[src/design/tftp_pkg.sv]
`timescale 1ns / 1ps
package tftp_pkg;

  localparam int BB_W   = 11;
  localparam int PROD_W = 32 + BB_W;

  localparam logic [2:0] OP_RRQ  = 3'd0;
  localparam logic [2:0] OP_WRQ  = 3'd1;
  localparam logic [2:0] OP_DATA = 3'd2;
  localparam logic [2:0] OP_ACK  = 3'd3;

  localparam logic [1:0] ACT_DATA  = 2'd0;
  localparam logic [1:0] ACT_ERROR = 2'd1;
  localparam logic [1:0] ACT_CLOSE = 2'd2;

  localparam logic [2:0] ERR_DUP      = 3'd0;
  localparam logic [2:0] ERR_NOTFOUND = 3'd1;
  localparam logic [2:0] ERR_READONLY = 3'd2;
  localparam logic [2:0] ERR_FULL     = 3'd3;
  localparam logic [2:0] ERR_UNKNOWN  = 3'd5;

  typedef enum logic [2:0] {
    ST_IDLE,
    ST_LOOK,
    ST_MUL,
    ST_LEN,
    ST_OUT
  } state_t;

  typedef struct packed {
    logic        valid;
    logic [31:0] ip;
    logic [15:0] port;
    logic [31:0] acked;
    logic        final_known;
    logic [31:0] final_block;
    logic [3:0]  file;
    logic [31:0] size;
  } entry_t;

  // Write command broadcast to the row; only the selected cell acts on it.
  typedef struct packed {
    logic        open;
    logic        upd_acked;
    logic        set_final;
    logic        close;
    logic [31:0] ip;
    logic [15:0] port;
    logic [3:0]  file;
    logic [31:0] size;
    logic [31:0] value;
  } cmd_t;

  // Priority tokens passed from one cell to the next.
  typedef struct packed {
    logic hit_found;
    logic free_found;
  } chain_t;

endpackage

[src/design/tftp_cell.sv]
`timescale 1ns / 1ps
module tftp_cell (
  input  logic            clk,
  input  logic            rst,
  input  logic [31:0]     key_ip,
  input  logic [15:0]     key_port,
  input  tftp_pkg::cmd_t  cmd,
  input  logic            sel,
  input  tftp_pkg::chain_t chain_in,
  output tftp_pkg::chain_t chain_out,
  output logic            hit,
  output logic            free,
  output tftp_pkg::entry_t entry
);
  import tftp_pkg::*;

  logic match;

  assign match = entry.valid && entry.ip == key_ip && entry.port == key_port;
  assign hit   = match && !chain_in.hit_found;
  assign free  = !entry.valid && !chain_in.free_found;
  assign chain_out.hit_found  = chain_in.hit_found | match;
  assign chain_out.free_found = chain_in.free_found | !entry.valid;

  always_ff @(posedge clk) begin
    if (rst) begin
      entry.valid <= 1'b0;
    end else if (sel) begin
      if (cmd.open) begin
        entry.valid       <= 1'b1;
        entry.ip          <= cmd.ip;
        entry.port        <= cmd.port;
        entry.file        <= cmd.file;
        entry.size        <= cmd.size;
        entry.acked       <= '0;
        entry.final_known <= 1'b0;
      end
      if (cmd.upd_acked) begin
        entry.acked <= cmd.value;
      end
      if (cmd.set_final) begin
        entry.final_known <= 1'b1;
        entry.final_block <= cmd.value;
      end
      if (cmd.close) begin
        entry.valid <= 1'b0;
      end
    end
  end

endmodule

[src/design/tftp_read_connection_table.sv]
`timescale 1ns / 1ps
// Order: a request is latched while idle and looked up; an error or close reply is
// loaded into the output register from the lookup state, a data reply only after the
// block offset multiply and the length step. An ignored operation returns to idle.
// The reply is held until out_ready. One request is handled at a time: a new request
// is accepted only once the reply has been taken.
// Reset (synchronous, active high) clears every connection's valid bit and the FSM.
module tftp_read_connection_table #(
  parameter int CONNECTIONS = 8,
  parameter int BLOCK_BYTES = 512,
  parameter int FILE_COUNT  = 16
) (
  input  logic        clk,
  input  logic        rst,
  input  logic        in_valid,
  output logic        in_ready,
  input  logic [2:0]  operation,
  input  logic [31:0] client_ip,
  input  logic [15:0] client_port,
  input  logic [4:0]  file_index,
  input  logic [31:0] file_size,
  input  logic [15:0] ack_block,
  output logic        out_valid,
  input  logic        out_ready,
  output logic [1:0]  action,
  output logic [31:0] dest_ip,
  output logic [15:0] dest_port,
  output logic [2:0]  error_kind,
  output logic [15:0] block_out,
  output logic [3:0]  fetch_file,
  output logic [31:0] fetch_offset,
  output logic [9:0]  fetch_length
);
  import tftp_pkg::*;

  localparam logic [BB_W-1:0] BB = BB_W'(BLOCK_BYTES);
  localparam logic [4:0] FC = 5'(FILE_COUNT);

  state_t state, state_next;

  // Latched request.
  logic [2:0]  op;
  logic [31:0] req_ip;
  logic [15:0] req_port;
  logic [4:0]  req_file;
  logic [31:0] req_size;
  logic [15:0] req_ack;

  // Row of connection cells.
  entry_t entries [CONNECTIONS];
  chain_t chain   [CONNECTIONS+1];
  logic [CONNECTIONS-1:0] hit_oh, free_oh, cell_sel;
  cmd_t cmd;
  entry_t hit_e;

  // Working registers for the data fetch.
  logic [CONNECTIONS-1:0] target, target_next;
  logic [31:0] blk, blk_next;
  logic [31:0] wsize, wsize_next;
  logic [3:0]  wfile, wfile_next;
  logic [PROD_W-1:0] prod;

  // Output register.
  logic [1:0]  action_next;
  logic [2:0]  error_next;
  logic [15:0] block_next;
  logic [3:0]  ffile_next;
  logic [31:0] foff_next;
  logic [9:0]  flen_next;
  logic        load_out;

  logic [31:0] ext, acked_plus, new_acked, len32, rem;
  logic        short_blk;

  assign chain[0] = '0;

  for (genvar g = 0; g < CONNECTIONS; g++) begin : g_cell
    tftp_cell u_cell (
      .clk      (clk),
      .rst      (rst),
      .key_ip   (req_ip),
      .key_port (req_port),
      .cmd      (cmd),
      .sel      (cell_sel[g]),
      .chain_in (chain[g]),
      .chain_out(chain[g+1]),
      .hit      (hit_oh[g]),
      .free     (free_oh[g]),
      .entry    (entries[g])
    );
  end

  // The hit vector is one-hot, so the matched entry is an OR of gated fields.
  always_comb begin
    hit_e = '0;
    for (int i = 0; i < CONNECTIONS; i++) begin
      if (hit_oh[i]) begin
        hit_e = hit_e | entries[i];
      end
    end
  end

  // Extend the 16-bit ack across wrap, then keep the acked count monotonic.
  assign acked_plus = hit_e.acked + 32'd1;
  assign ext = (req_ack == 16'd0 && acked_plus[15:0] == 16'd0) ? acked_plus
             : {hit_e.acked[31:16], req_ack};
  assign new_acked = (hit_e.acked < ext) ? ext : hit_e.acked;

  // Block length from the registered offset product.
  always_comb begin
    rem = wsize - prod[31:0];
    if (prod < PROD_W'(wsize)) begin
      len32 = (rem > 32'(BLOCK_BYTES)) ? 32'(BLOCK_BYTES) : rem;
    end else begin
      len32 = '0;
    end
  end
  assign short_blk = len32 < 32'(BLOCK_BYTES);

  always_ff @(posedge clk) begin
    if (rst) begin
      state     <= ST_IDLE;
      out_valid <= 1'b0;
    end else begin
      state <= state_next;
      if (load_out) begin
        out_valid <= 1'b1;
      end else if (out_ready) begin
        out_valid <= 1'b0;
      end
    end
  end

  always_ff @(posedge clk) begin
    if (in_valid && in_ready) begin
      op       <= operation;
      req_ip   <= client_ip;
      req_port <= client_port;
      req_file <= file_index;
      req_size <= file_size;
      req_ack  <= ack_block;
    end
    target <= target_next;
    blk    <= blk_next;
    wsize  <= wsize_next;
    wfile  <= wfile_next;
    prod   <= PROD_W'(blk - 32'd1) * PROD_W'(BB);
    if (load_out) begin
      action       <= action_next;
      dest_ip      <= req_ip;
      dest_port    <= req_port;
      error_kind   <= error_next;
      block_out    <= block_next;
      fetch_file   <= ffile_next;
      fetch_offset <= foff_next;
      fetch_length <= flen_next;
    end
  end

  always_comb begin
    state_next  = state;
    in_ready    = 1'b0;
    load_out    = 1'b0;
    target_next = target;
    blk_next    = blk;
    wsize_next  = wsize;
    wfile_next  = wfile;
    cell_sel    = '0;
    cmd         = '0;
    cmd.ip      = req_ip;
    cmd.port    = req_port;
    cmd.file    = req_file[3:0];
    cmd.size    = req_size;
    action_next = ACT_ERROR;
    error_next  = ERR_DUP;
    block_next  = '0;
    ffile_next  = '0;
    foff_next   = '0;
    flen_next   = '0;
    case (state)
      ST_IDLE: begin
        in_ready = 1'b1;
        if (in_valid) begin
          state_next = ST_LOOK;
        end
      end
      ST_LOOK: begin
        state_next = ST_OUT;
        load_out   = 1'b1;
        if (op == OP_RRQ) begin
          if (req_file >= FC) begin
            error_next = ERR_NOTFOUND;
          end else if (|hit_oh) begin
            if (hit_e.acked != 32'd0) begin
              error_next = ERR_DUP;
            end else begin
              // Repeated request before any ack: resend block 1.
              load_out    = 1'b0;
              state_next  = ST_MUL;
              target_next = hit_oh;
              blk_next    = 32'd1;
              wsize_next  = hit_e.size;
              wfile_next  = hit_e.file;
            end
          end else if (|free_oh) begin
            load_out    = 1'b0;
            state_next  = ST_MUL;
            cmd.open    = 1'b1;
            cell_sel    = free_oh;
            target_next = free_oh;
            blk_next    = 32'd1;
            wsize_next  = req_size;
            wfile_next  = req_file[3:0];
          end else begin
            error_next = ERR_FULL;
          end
        end else if (op == OP_WRQ || op == OP_DATA) begin
          error_next = ERR_READONLY;
        end else if (op == OP_ACK) begin
          if (!(|hit_oh)) begin
            error_next = ERR_UNKNOWN;
          end else if (hit_e.final_known && ext == hit_e.final_block) begin
            action_next = ACT_CLOSE;
            error_next  = ERR_DUP;
            ffile_next  = hit_e.file;
            cmd.close   = 1'b1;
            cell_sel    = hit_oh;
          end else begin
            load_out      = 1'b0;
            state_next    = ST_MUL;
            cmd.upd_acked = 1'b1;
            cmd.value     = new_acked;
            cell_sel      = hit_oh;
            target_next   = hit_oh;
            blk_next      = new_acked + 32'd1;
            wsize_next    = hit_e.size;
            wfile_next    = hit_e.file;
          end
        end else begin
          // Short or unknown packet: no reply, table unchanged.
          load_out   = 1'b0;
          state_next = ST_IDLE;
        end
      end
      ST_MUL: begin
        state_next = ST_LEN;
      end
      ST_LEN: begin
        state_next  = ST_OUT;
        load_out    = 1'b1;
        action_next = ACT_DATA;
        block_next  = blk[15:0];
        ffile_next  = wfile;
        foff_next   = prod[31:0];
        flen_next   = len32[9:0];
        if (short_blk) begin
          cmd.set_final = 1'b1;
          cmd.value     = blk;
          cell_sel      = target;
        end
      end
      ST_OUT: begin
        if (out_ready) begin
          state_next = ST_IDLE;
        end
      end
      default: begin
        state_next = ST_IDLE;
      end
    endcase
  end

endmodule

[config.mk]
export PLATFORM = sky130hd
export DESIGN_NAME = tftp_read_connection_table
export DESIGN_NICKNAME = d
export VERILOG_FILES = /design/src/design/tftp_pkg.sv /design/src/design/tftp_cell.sv /design/src/design/tftp_read_connection_table.sv
export SDC_FILE = /design/constraint.sdc
export NUM_CORES = 2
export LEC_CHECK = 0
export BUFFER_PORTS_ARGS = -buffer_cell sky130_fd_sc_hd__buf_2
export CAP_MARGIN = 10
export CORE_MARGIN = 5
export CORE_UTILIZATION = 35
export DETAILED_ROUTE_END_ITERATION = 16
export PLACE_DENSITY = 0.61
export SETUP_SLACK_MARGIN = 0.3
export SLEW_MARGIN = 0
export SYNTH_ARGS = -nofsm -noshare
export SYNTH_HDL_FRONTEND = slang
export SYNTH_SLANG_ARGS = --single-unit
[constraint.sdc]
create_clock -name clk -period 10.8 [get_ports clk]
set_clock_uncertainty 0.2 [all_clocks]
set_input_delay 0 -clock clk [delete_from_list [all_inputs] [get_ports clk]]
set_output_delay 0 -clock clk [all_outputs]
set_load 0.05 [all_outputs]
==> results by group <==
Final layout
  • Layout area overhead: 21.1%
  • Fraction of layout cells with a size suffix above 1: 0.175
  • Fill cells: 16300
  • # diodes: 0
  • Fin nets: 5240

STA
  • Worst relative slew slack: 0.185
  • Final clock period utilization by the worst path: 0.932
  • Setup WS post-layout: 0.738 ns
  • Fmax: 99.4 MHz
  • Min Tclk post-route: between 10 and 15 ns
  • Setup Total Neg Slack: 0 ns
  • Hold Violations, Final: 0
  • RSZ-0062 raised after global routing: no
  • Slew Limit Fails: 0
  • Slew @ Worst Pin: ~1.2 ns
  • Setup-failing EPs final: 0
  • Hold WS: approximately 0.17 ns

Yosys
  • Seq/Total Area, Yosys: 0.708
  • Yosys reg bits: 1523
  • Area share of the largest cell type after synthesis: 0.694
  • Synth warn: 0
  • Top cells by area, synth: edfxtp_1 (69%), xnor2_1 (4.0%), xor2_1 (2.5%)
  • Mean Syn Cell Area: 14.7 sq um
  • Post-synth EDFFs: 1478
  • Cells after Synth: 4350
  • Cell variety after synth: 109
  • Post-synthesis cell area: 64000 sq um
  • Area leader, netlist: edfxtp_1
  • Top FF cell, synth: edfxtp_1
  • Ys async rst share: 0

Worst setup path
  • Critical Path End Type: register
  • Worst Setup Start Kind: register
  • WP data arrival: 10.39 ns
  • Worst reg2reg setup slack: ~0.74 ns
  • Crit path max fanout: 22
  • Critical setup path kind: reg -> reg
  • Most common cell on crit path: a21o_1
  • Slowest-stage cell, CP: edfxtp_1
  • CP required: 11.13 ns
  • CP max stage delay: 0.58 ns

Routing
  • WL per Instance: 26.1 microns
  • Via density: 5.40
  • Vias post-DR: 40800
  • Post-route DRC: 0
  • Initial drt markers: about 4200
  • Routed Antenna Nets: 0
  • First-pass iteration count of the detailed router: 6
  • Total wire length: between 150000 and 200000 microns

Pwr
  • Worst IR Drop VDD: between 0.0001 and 0.00015 V
  • Switch share: 0.213
  • Pleak: 27.6 nW
  • Logic pwr share: 0.034
  • Clock share of power: 0.439
  • Psw: between 0.002 and 0.003 W
  • Tot Pwr: 0.0124 W
  • Int Power: 0.00979 W
  • Cell Pwr Density: 161 nW/um^2
  • Sequential share of power: 0.527

Floorplan
  • Core Region: 181000 sq um
  • Die area: 191000 sq um
  • Ports: between 200 and 250
  • Die height: roughly 440 microns
  • Initial core utilization: 0.353
  • Row cnt: 156
  • Die Wd: 437 microns

Placement
  • Placer Congestion: 0.921
  • Port Buf Inserts: ~220
  • DPL Wire Length: between 100000 and 150000 microns
  • Setup WS pre-CTS: 0.434 ns

Clock network
  • Longest Clk Path Bufs: 3
  • H-tree depth: 4
  • Root Buffer: clkbuf_16
  • CTS tree: done
  • Clock-pin slew on the worst setup and hold paths: 0.06 ns
  • Cts bufs inserted: 156
  • Clock latency at the later pin of the worst-skew pair: 0.81 ns
  • Number of clock sinks: 1523

Job
  • Max-cap viol count: 0

Global route
  • First-pass GRT wire length: 284000 microns
  • Total gr overflow: 0
  • Largest net degree at the start of global routing: 110
  • Initial antenna violation count: 1
  • GRT Util Overall: 0.201
  • Number of global-route vias before repair: about 40000

Run status
  • Status: finished, final reports clean

Worst hold path
  • Hold WC Path Type: in -> reg
[cell usage in the layout (no fill, tap or decap), types with 27 or more instances in the layout]
| master | count |
|---|---|
| a21oi_1 | 202 |
| o211ai_1 | 32 |
| nor4_1 | 92 |
| buf_2 | 215 |
| nor3_1 | 50 |
| ha_1 | 80 |
| buf_12 | 27 |
| nand2b_1 | 29 |
| nor2b_1 | 27 |
| inv_1 | 137 |
| buf_4 | 306 |
| nand3_1 | 128 |
| clkinv_2 | 31 |
| edfxtp_1 | 1478 |
| dfxtp_1 | 45 |
| xnor2_1 | 290 |
| and2_1 | 56 |
| o21ai_0 | 59 |
| and3_1 | 65 |
| xor2_1 | 186 |
| clkbuf_16 | 160 |
| clkinv_1 | 39 |
| nand2_1 | 269 |
| nor2_1 | 179 |
| dlygate4sd3_1 | 216 |
| a221oi_1 | 72 |
| a21o_1 | 61 |
| a222oi_1 | 73 |
| nand4_1 | 90 |
[cell usage after synthesis (7+ instances only)]
cell	number
buf_1	27
or2_2	13
a21oi_1	204
nor2_1	207
nand4_1	90
dfxtp_1	45
a2111oi_0	8
o22a_1	7
o21ai_1	7
o221ai_1	7
nor4_1	99
inv_1	137
buf_6	8
buf_2	69
xnor2_1	290
a221oi_1	72
a22oi_1	26
and3_1	67
nor3_1	52
edfxtp_1	1478
a22o_1	18
nor2b_1	27
a21o_1	61
xor2_1	186
or3_1	13
a31oi_1	25
and2_1	57
o2111ai_1	15
a222oi_1	73
or4_1	11
o211ai_1	32
ha_1	80
a211oi_1	12
buf_4	27
o22ai_1	7
mux2i_1	17
nor3b_1	10
a32o_1	7
clkbuf_1	100
nand3_1	128
nand2_1	272
nand2b_1	30
o21ai_0	59
and4_1	13
[cell families after synthesis]
family                   synth area share
AO/OA/AOI/OAI                      0.0853
XOR/XNOR                           0.0666
adder cells (fa/ha/maj)            0.0160
buffers and inverters              0.0256
flip-flops                          0.708
multiplexers                      0.00354
other                           0.0000586
AND/OR/NAND/NOR                    0.0948
[per-layer routing]
metal / global-route usage / vias up / share of wire
met5: 0 / - / 0
met3: 0.0261 / 275 / 0.066
li1: - / 18100 / -
met4: 0.0680 / 0 / 0.033
met2: 0.331 / 1679 / 0.48
met1: 0.277 / 20700 / 0.42
[power groups by stage]
stage,clock network (W),registers (W),logic [W]
after floorplan,0,0.00669,0.000175
after global placement,0,0.00669,0.000341
after detailed placement,0,0.00670,0.000341
after CTS,0.00556,0.00657,0.000403
after global routing,0.00580,0.00656,0.000447
final,0.00546,0.00656,0.000421
[sequential cells by signal, summed over array words and instances, names as in the netlist]
register	flops
dest_ip	32
block_out	16
dest_port	16
req_ack	16
op	3
req_port	16
action	2
wfile	4
fetch_offset	23
g_cell.u_cell.entry	1200
fetch_length	10
blk	32
out_valid	1
req_ip	32
error_kind	3
req_file	5
req_size	32
prod	33
wsize	32
fetch_file	4
target	8
state	3
[path summary, 6_finish.rpt]
path                            cells after the start  startpoint     endpoint
worst max-delay path                               44  req_ip[18]      blk[30]
worst max register to register                     44  req_ip[18]      blk[30]
worst min register to register                      0   req_ip[0]   dest_ip[0]
worst min-delay path                                3    in_valid  req_size[9]
[timing repair]
action | 4_1_cts | 5_1_grt
endpoints found under the setup margin | 0 | 50
resized for setup | 0 | 12
hold buffers | 216 | 0
buffers inserted | 0 | 22
hold endpoints to repair | 147 | 0
[area by class of cell]
type                            instances  area (sq um)  share of cell area
Sequential cell                      1523         45300               0.585
Inverter                              140           526             0.00679
Multi-Input combinational cell       2464         17400               0.225
Tap cell                             2370          2970              0.0383
Timing Repair Buffer                  766          6100              0.0788
Clock inverter                        105          1030              0.0133
Clock buffer                          184          4110              0.0531
[metrics by stage]
| step | cell area [sq um] | util | instances |
|---|---|---|---|
| 2_1_floorplan | 64000 | - | 4358 |
| 3_3_place_gp | 69800 | 0.385 | 7025 |
| 3_5_place_dp | 69800 | 0.385 | 7025 |
| 4_1_cts | 77200 | 0.426 | 7530 |
| 5_1_grt | 77400 | 0.427 | 7552 |
| 6_report | 77400 | 0.427 | 7552 |
[worst max-delay path, delay by kind of cell (launching register included)]
family / cells / cell delay [ns]
adders and majority gates: 3 / 0.64
xor gates and xnor gates: 2 / 0.59
muxes: 1 / 0.31
DFF: 1 / 0.58
AOI/OAI and AO/OA: 19 / 3.26
and+or+nand+nor: 11 / 2.78
buffers and inverters: 8 / 1.39
Note: power is estimated with default switching activity, not from simulation.
